**src/rtl/samc_pkg.sv**
```systemverilog
// shared types and constants of the sail angle and mode controller
package samc_pkg;

   // angle constants, Q4.11 radians
   localparam logic signed [15:0] ANG_PI      = 16'sd6434;
   localparam logic signed [15:0] ANG_TWO_PI  = 16'sd12868;
   localparam logic signed [15:0] ANG_HALF_PI = 16'sd3217;
   // 0.5 m/s in Q8.8
   localparam logic [15:0] LOW_WIND = 16'd128;

   // operation codes
   localparam logic [1:0] OP_PLAIN   = 2'd0;
   localparam logic [1:0] OP_STAB    = 2'd1;
   localparam logic [1:0] OP_REVERSE = 2'd2;

   // register indexes
   localparam logic [2:0] REG_AOA_OPTIMAL     = 3'd0;
   localparam logic [2:0] REG_SWITCH_POINT    = 3'd1;
   localparam logic [2:0] REG_HALF_HYST       = 3'd2;
   localparam logic [2:0] REG_SPIN_WIND_LIMIT = 3'd3;
   localparam logic [2:0] REG_RED_WIND_LIMIT  = 3'd4;
   localparam logic [2:0] REG_DRAG_OFFSET     = 3'd5;
   localparam logic [2:0] REG_SWITCH_DELAY    = 3'd6;

   // attack angle quotient width; the quotient never exceeds aoa_optimal
   localparam int QUOT_W = 13;

   typedef struct packed {
      logic signed [15:0] wind_angle;
      logic [15:0]        wind_speed;
      logic [1:0]         operation;
   } req_payload_type;

   typedef struct packed {
      logic signed [13:0] sail_angle;
      logic               mode_used;
   } rsp_payload_type;

   typedef struct packed {
      logic [2:0]  reg_index;
      logic [15:0] wdata;
   } csr_payload_type;

   typedef struct packed {
      logic [12:0] aoa_optimal;
      logic [12:0] switch_point;
      logic [11:0] half_hysteresis;
      logic [15:0] spinnaker_wind_limit;
      logic [15:0] reduction_wind_limit;
      logic [12:0] drag_offset;
      logic [15:0] switch_delay_ticks;
   } cfg_type;

   typedef struct packed {
      logic        start;
      logic [15:0] speed;
   } att_req_type;

   typedef struct packed {
      logic              done;
      logic [QUOT_W-1:0] value;
   } att_rsp_type;

endpackage

```
**src/rtl/samc_attack.sv**
```systemverilog
// attack angle unit: shared multiplier and restoring divider, one step a cycle
module samc_attack (
   input  logic                  clock,
   input  logic                  reset,
   input  samc_pkg::cfg_type     cfg,
   input  samc_pkg::att_req_type att_req,
   output samc_pkg::att_rsp_type att_rsp
);
   import samc_pkg::*;

   localparam logic [2:0] A_IDLE    = 3'd0;
   localparam logic [2:0] A_MUL_DEN = 3'd1;
   localparam logic [2:0] A_MUL_LL  = 3'd2;
   localparam logic [2:0] A_MUL_NUM = 3'd3;
   localparam logic [2:0] A_ADD     = 3'd4;
   localparam logic [2:0] A_DIV     = 3'd5;
   localparam logic [2:0] A_DONE    = 3'd6;

   localparam logic [3:0] LAST_STEP = 4'(QUOT_W - 1);

   logic [2:0]        state_ff, state_in;
   logic [15:0]       speed_ff, speed_in;
   logic [31:0]       den_ff, den_in;
   logic [31:0]       sq_ff, sq_in;
   logic [45:0]       rem_ff, rem_in;
   logic [43:0]       dvs_ff, dvs_in;
   logic [3:0]        cnt_ff, cnt_in;
   logic [QUOT_W-1:0] quot_ff, quot_in;

   logic [31:0] mul_a;
   logic [15:0] mul_b;
   logic [47:0] mul_out;
   logic [46:0] diff;

   // one shared multiplier
   always_comb begin
      unique case (state_ff)
         A_MUL_DEN: begin
            mul_a = {16'd0, speed_ff};
            mul_b = speed_ff;
         end
         A_MUL_LL: begin
            mul_a = {16'd0, cfg.reduction_wind_limit};
            mul_b = cfg.reduction_wind_limit;
         end
         A_MUL_NUM: begin
            mul_a = sq_ff;
            mul_b = {3'd0, cfg.aoa_optimal};
         end
         default: begin
            mul_a = 32'd0;
            mul_b = 16'd0;
         end
      endcase
   end

   assign mul_out = mul_a * mul_b;
   assign diff = {1'b0, rem_ff} - {3'd0, dvs_ff};

   always_comb begin
      state_in = state_ff;
      speed_in = speed_ff;
      den_in   = den_ff;
      sq_in    = sq_ff;
      rem_in   = rem_ff;
      dvs_in   = dvs_ff;
      cnt_in   = cnt_ff;
      quot_in  = quot_ff;
      unique case (state_ff)
         A_IDLE: begin
            if (att_req.start) begin
               speed_in = att_req.speed;
               if (att_req.speed < cfg.reduction_wind_limit || att_req.speed == 16'd0) begin
                  quot_in  = cfg.aoa_optimal;
                  state_in = A_DONE;
               end else begin
                  state_in = A_MUL_DEN;
               end
            end
         end
         A_MUL_DEN: begin
            den_in   = mul_out[31:0];
            state_in = A_MUL_LL;
         end
         A_MUL_LL: begin
            sq_in    = mul_out[31:0];
            state_in = A_MUL_NUM;
         end
         A_MUL_NUM: begin
            rem_in   = {1'b0, mul_out[44:0]};
            state_in = A_ADD;
         end
         A_ADD: begin
            // add half the divisor so the quotient rounds halves up
            rem_in   = rem_ff + {15'd0, den_ff[31:1]};
            dvs_in   = {den_ff, 12'd0};
            cnt_in   = LAST_STEP;
            quot_in  = '0;
            state_in = A_DIV;
         end
         A_DIV: begin
            if (!diff[46]) begin
               rem_in = diff[45:0];
            end
            quot_in = {quot_ff[QUOT_W-2:0], ~diff[46]};
            dvs_in  = {1'b0, dvs_ff[43:1]};
            cnt_in  = cnt_ff - 4'd1;
            if (cnt_ff == 4'd0) begin
               state_in = A_DONE;
            end
         end
         A_DONE: begin
            state_in = A_IDLE;
         end
         default: begin
            state_in = A_IDLE;
         end
      endcase
   end

   assign att_rsp.done  = (state_ff == A_DONE);
   assign att_rsp.value = quot_ff;

   always_ff @(posedge clock) begin
      if (reset) begin
         state_ff <= A_IDLE;
      end else begin
         state_ff <= state_in;
      end
      speed_ff <= speed_in;
      den_ff   <= den_in;
      sq_ff    <= sq_in;
      rem_ff   <= rem_in;
      dvs_ff   <= dvs_in;
      cnt_ff   <= cnt_in;
      quot_ff  <= quot_in;
   end
endmodule
```
**config.mk**
```make
export PLATFORM = sky130hd
export DESIGN_NAME = samc_attack
export DESIGN_NICKNAME = d
export VERILOG_FILES = /design/src/rtl/samc_pkg.sv /design/src/rtl/samc_attack.sv
export SDC_FILE = /design/constraint.sdc
export NUM_CORES = 2
export LEC_CHECK = 0
export BUFFER_PORTS_ARGS = -buffer_cell sky130_fd_sc_hd__buf_2
export CORE_MARGIN = 5
export CORE_UTILIZATION = 45
export CTS_BUF_LIST = sky130_fd_sc_hd__clkbuf_16
export DETAILED_ROUTE_END_ITERATION = 7
export GPL_TIMING_DRIVEN = 1
export PLACE_DENSITY_LB_ADDON = 0.15
export SETUP_SLACK_MARGIN = 0.05
export SLEW_MARGIN = 20
export SYNTH_ARGS = -nofsm -noshare
export SYNTH_HDL_FRONTEND = slang
export SYNTH_SLANG_ARGS = --single-unit
```
**constraint.sdc**
```tcl
create_clock -name clock -period 12.44 [get_ports clock]
set_clock_uncertainty 0.2 [all_clocks]
set_input_delay 0.622 -clock clock [delete_from_list [all_inputs] [get_ports clock]]
set_output_delay 0.622 -clock clock [all_outputs]
set_load 0.05 [all_outputs]
```
======== Yosys cells after proc, flatten, opt, wreduce, memory -nomap -nowiden ========
Cells that the tools add are included.
cells by class
  $lt $le $gt $ge ......................... 1
  reductions and logical operators ........ 11
  divide/modulo/power cells ............... 0
  shift-type cells ........................ 0
  bitwise operators ....................... 1
  muxes and demuxes ....................... 13
  $mul .................................... 1
  equal/unequal tests ..................... 10
  add/subtract/negate cells ............... 3
operators by type and width
  cell                                                                    count
  46-bit one-hot mux with 3 select lines                                  1
  32-bit one-hot mux with 3 select lines                                  1
  44-bit one-hot mux with 2 select lines                                  1
  16-bit one-hot mux with 3 select lines                                  1
  46-bit by 44-bit subtractor with 47-bit output                          1
  46-bit by 31-bit adder with 46-bit output                               1
  46-bit two-way mux                                                      1
  32-bit by 16-bit multiplier with 45-bit output                          1
  13-bit one-hot mux with 3 select lines                                  1
  13-bit two-way mux                                                      2
  3-bit one-hot mux with 6 select lines                                   1
  16-bit logical NOT                                                      1
  16-bit < comparator                                                     1
  3-bit equality test (second input constant)                             3
  3-bit two-way mux                                                       3
  2-bit != test (second input constant)                                   4
  4-bit one-hot mux with 2 select lines                                   1
  3-bit by 2-bit equality test with 1-bit output (second input constant)  2
  2-bit AND reduction                                                     3
  3-bit nonzero test                                                      2
  4-bit logical NOT                                                       1
  4-bit by 1-bit subtractor with 4-bit output (second input constant)     1
  3-bit by 1-bit equality test with 1-bit output (second input constant)  1
  3-bit logical NOT                                                       1
  4 further kinds                                                         4
word-level totals
  latch bits .............................. 0
  output and inout bits ................... 14
  memory bits (read-only) ................. 0
  memories ................................ 0
  input port bits ......................... 118
  register bits after elaboration ......... 190
  bits in writable memories ............... 0

======== Logic depth before layout (Yosys ltp) ========
  depth after elaboration ................. 5
  mapped depth ............................ 30
  mapped depth without buffers ............ 27

======== Least setup slack after synthesis ========
OpenSTA, ideal clock, no wires.
  path kind ............................... register -> register
  start ................................... register state_ff[0]
  end ..................................... register rem_ff[41], data pin
  cell stages (with the launch flop) ...... 25
  data arrival time ....................... 9.402 ns
  buffers on the path ..................... 1
  setup slack ............................. 2.573 ns
  period minus slack after synthesis ...... 9.867 ns
  setup time .............................. 0.265 ns
  cell sequence ........................... dfxtp_1 clkbuf_1 inv_1 nor3_1 a22oi_1 nand2_1 nand2_1 fa_1 fa_1 fa_1 inv_1 fa_1 fa_1 inv_1 fa_1 inv_1 ha_1 nand4_1 or4_1 o31ai_1 nor4b_2 o21ai_1 nand2_1 mux2i_1 or3_1
between the ends
  longest elaborated chain between the ends .. 4
  elaborated cells on any way between the ends .. 9
RTL lines
  item                                                                                                     line                                  source
  from (decl)                                                                                              samc_attack.sv:21                     logic [2:0] state_ff, state_in;
  from (signal assigned)                                                                                   samc_attack.sv:128                    state_ff <= state_in;
  3-bit by 2-bit equality test with 1-bit output, or another cell as far along                             samc_attack.sv:37, samc_attack.sv:69
  32-bit one-hot mux with 3 select lines / 16-bit one-hot mux with 3 select lines (equally long branches)  samc_attack.sv:37                     unique case (state_ff)
  32-bit by 16-bit multiplier with 45-bit output                                                           samc_attack.sv:57                     assign mul_out = mul_a * mul_b;
  46-bit one-hot mux with 3 select lines (*)                                                               samc_attack.sv:69                     unique case (state_ff)
  via rem_in[41]                                                                                           samc_attack.sv:25                     logic [45:0] rem_ff, rem_in;
  to (signal assigned)                                                                                     samc_attack.sv:133                    rem_ff <= rem_in;
  to (decl)                                                                                                samc_attack.sv:25
Mark *: on every way through the listed nets, which the timed path passes. The rest lies on a longest branch.
A chain may end at the register's enable or synchronous reset.

======== Worst setup path in the final report ========
  start ................................... register state_ff[0]
  end ..................................... register rem_ff[38], data pin
The elaborated chain is that of the path after synthesis.

==> impl_metrics.yaml <==
cells_and_area:
  fin_area_um2: 30300
  drive_gt1_share_pct: 5.35
  finalNonFillerCells: 4088
  nets: 3968
  diodes: 0
  areaGrowthSynthToFinish_pct: 7.26
yosys:
  synth_cell_types: 80
  syn_avg_cell_area_um2: 8.80
  ys_warn_count: 0
  synth_most_common_cell: "inv_1"
  yosysSeqAreaShare_pct: 20.1
  synth_area_leaders: "fa_1 (30%), edfxtp_1 (20%), ha_1 (8.6%), inv_1 (7.0%), nand2_1 (6.5%)"
  yosys.area.top_type: "fa_1"
  synth_cells: 3209
  synth_area_um2: 28300
  synth-edff-count: 187
  synth-main-ff-cell: "edfxtp_1"
  synth_top_area_share_pct: 29.6
  synth_commonest_cells: "inv_1 (525), nand2_1 (486), fa_1 (418)"
  synth-async-reset-ratio_pct: 0
  synth-seq-cells: 190
floorplan:
  core_area_um2: 61900
  start_util_pct: 45.6
  die-area_um2: 67900
  die_height_um: 261
  rows: 91
  io_pins: 132
  die_width_um: 261
grt:
  grt_pass1_vias: 24100
  grt_usage_pct: 26.3
  grt-ovfl-total: 0
  grt_start_max_net_pins: 60
  grt_pass1_wl_um: 138000
  antenna_found_initial: 5
critical_path:
  cp_top_family: "adder cells"
  cp-end-kind: "flip-flop"
  start_kind: "flip-flop"
  cp_slowest_cell: "dfxtp_2"
  crit_buf_inv: 6
  cp_slowest_stage_delay_ns: 0.84
  timing_worst_setup_path_type: "reg2reg"
  path_max_fanout: 44
  cp.arrival_ns: 9.75
  crit_required_ns: 12.43
  crit_top_cell: "fa_1"
timing:
  fmax_ghz: 0.102
  setup_viol_count_final: 0
  setup_tns_ns: 0
  slew_violations: 0
  min_period_ns: 9.76
  worstMarginPinSlew_ns: 1.08
  final-hold-violation-count: 0
  worst_hold_slack_ns: 0.134
  rsz0062_at_grt: "no"
  maxSlewHeadroom_pct: 27.9
  finalCritPeriodShare_pct: 78.4
worst_hold_path:
  hold_class: "in2reg"
power_and_ir_drop:
  total_power_mw: 4.81
  peakVddDrop_v: 0.000116
  intPower_mw: 2.31
  total_leakage_power_nw: 13.4
  combPwrFrac_pct: 65.3
  seqPwrFrac_pct: 22.2
  swShare_pct: 52.0
  p_clk_share_pct: 12.4
  switchingPower_mw: 2.50
  pwr_density_cell_nw_per_um2: 159
clocking:
  hold_buffers: 0
  clockBufferDepth: 2
  cts_buffers: 17
  cts-resized-gates: 0
  tritoncts: "yes"
  cts_root_buf: "clkbuf_16"
  clkTransAtPathRegs_ns: 0.08
  postCtsSetupBuffers: 0
  htreeDepth: 4
  cts.sinks: 190
  clk_latency_ns: 0.49
route:
  dr.pass1.iters: 8
  drtIter0Drc: 1864
  vias: 22900
  routed_wl_um: 87800
  drtAntennaViolNets: 0
  vias_per_cell: 5.61
  drcViolationCount: 0
  wl_per_cell_um: 21.5
status:
  outcome: "finished clean"
place:
  placed_cells: 4056
  portBuffers: 61
  hpwl_um: 69800
  placed_area_um2: 29700
  place_congestion: 0.915
run:
  maxCapViolCount: 0
## path summary, 6_finish.rpt
kind          startpoint           to  slack (ns)  cells after the start
max          state_ff[0]   rem_ff[38]        2.68                     25
min                reset  state_ff[1]        0.13                      2
max reg2reg  state_ff[0]   rem_ff[38]        2.68                     25
min reg2reg    den_ff[0]   dvs_ff[12]        0.36                      2
## power by group through the flow
stage          Sequential [mW]  Combinational, mW  Clock, mW
2_1_floorplan             1.06               2.12          0
3_3_place_gp              1.08               3.03          0
3_5_place_dp              1.08               3.07          0
4_1_cts                   1.06               3.09      0.608
5_1_grt                   1.08               3.46      0.636
6_report                  1.07               3.14      0.598
## cell families after synthesis
family          count (synthesis)  synth area share, %
simple gates                 1043                 16.1
buf+inv                       653                 8.72
fa+ha+maj                     612                 38.2
compound gates                589                 13.1
flops                         190                 20.1
xor+xnor                      114                 3.56
mux                             6                0.213
other cells                     2               0.0266
## placed cells by master (no fill, tap or decap), types with 8 or more instances in the layout
| master | count |
|---|---|
| inv_1 | 524 |
| nand2_1 | 484 |
| fa_1 | 418 |
| nor2_1 | 286 |
| ha_1 | 194 |
| edfxtp_1 | 187 |
| a21oi_1 | 167 |
| o21ai_0 | 147 |
| a21o_1 | 69 |
| xnor2_1 | 66 |
| buf_2 | 61 |
| nand3_1 | 57 |
| and2_1 | 55 |
| xor2_1 | 47 |
| conb_1 | 42 |
| buf_4 | 37 |
| nor3_1 | 31 |
| o21bai_1 | 29 |
| nand4_1 | 24 |
| a31oi_1 | 24 |
| nor2b_1 | 20 |
| a211oi_1 | 19 |
| o211ai_1 | 17 |
| clkbuf_16 | 17 |
| and3_1 | 16 |
| o21a_1 | 11 |
| a22oi_1 | 9 |
| and2_0 | 9 |
| nand2b_1 | 9 |
| o31ai_1 | 9 |
| nor4_1 | 8 |
## flip-flops by register name, summed over array words and instances, names as in the netlist
register / cells
quot_ff: 13
sq_ff: 32
cnt_ff: 4
den_ff: 32
dvs_ff: 44
rem_ff: 46
state_ff: 3
speed_ff: 16
## layout make-up
type                            count  area (um2)
Inverter                          525        1970
Sequential cell                   190        5680
Fill cell                        6013       31600
Clock buffer                       17         425
Clock inverter                     15         195
Tap cell                          837        1050
Timing Repair Buffer               98         583
Multi-Input combinational cell   2406       20400
## metrics by stage
stage / utilization (%) / worst slack, ns
2_1_floorplan: - / 2.57
3_3_place_gp: 47.9 / 2.94
3_5_place_dp: 47.9 / 2.79
4_1_cts: 48.9 / 2.76
5_1_grt: 48.9 / 2.12
6_report: 48.9 / 2.68
## metal layers
| layer | global-route usage (%) | vias up | part of all wire (%) |
|---|---|---|---|
| li1 | - | 10500 | - |
| met1 | 37.2 | 11500 | 45 |
| met2 | 42.2 | 822 | 45 |
| met3 | 4.42 | 150 | 7.1 |
| met4 | 6.91 | 0 | 2.9 |
| met5 | 0 | - | 0 |
Note: power is estimated with default switching activity, not from simulation.
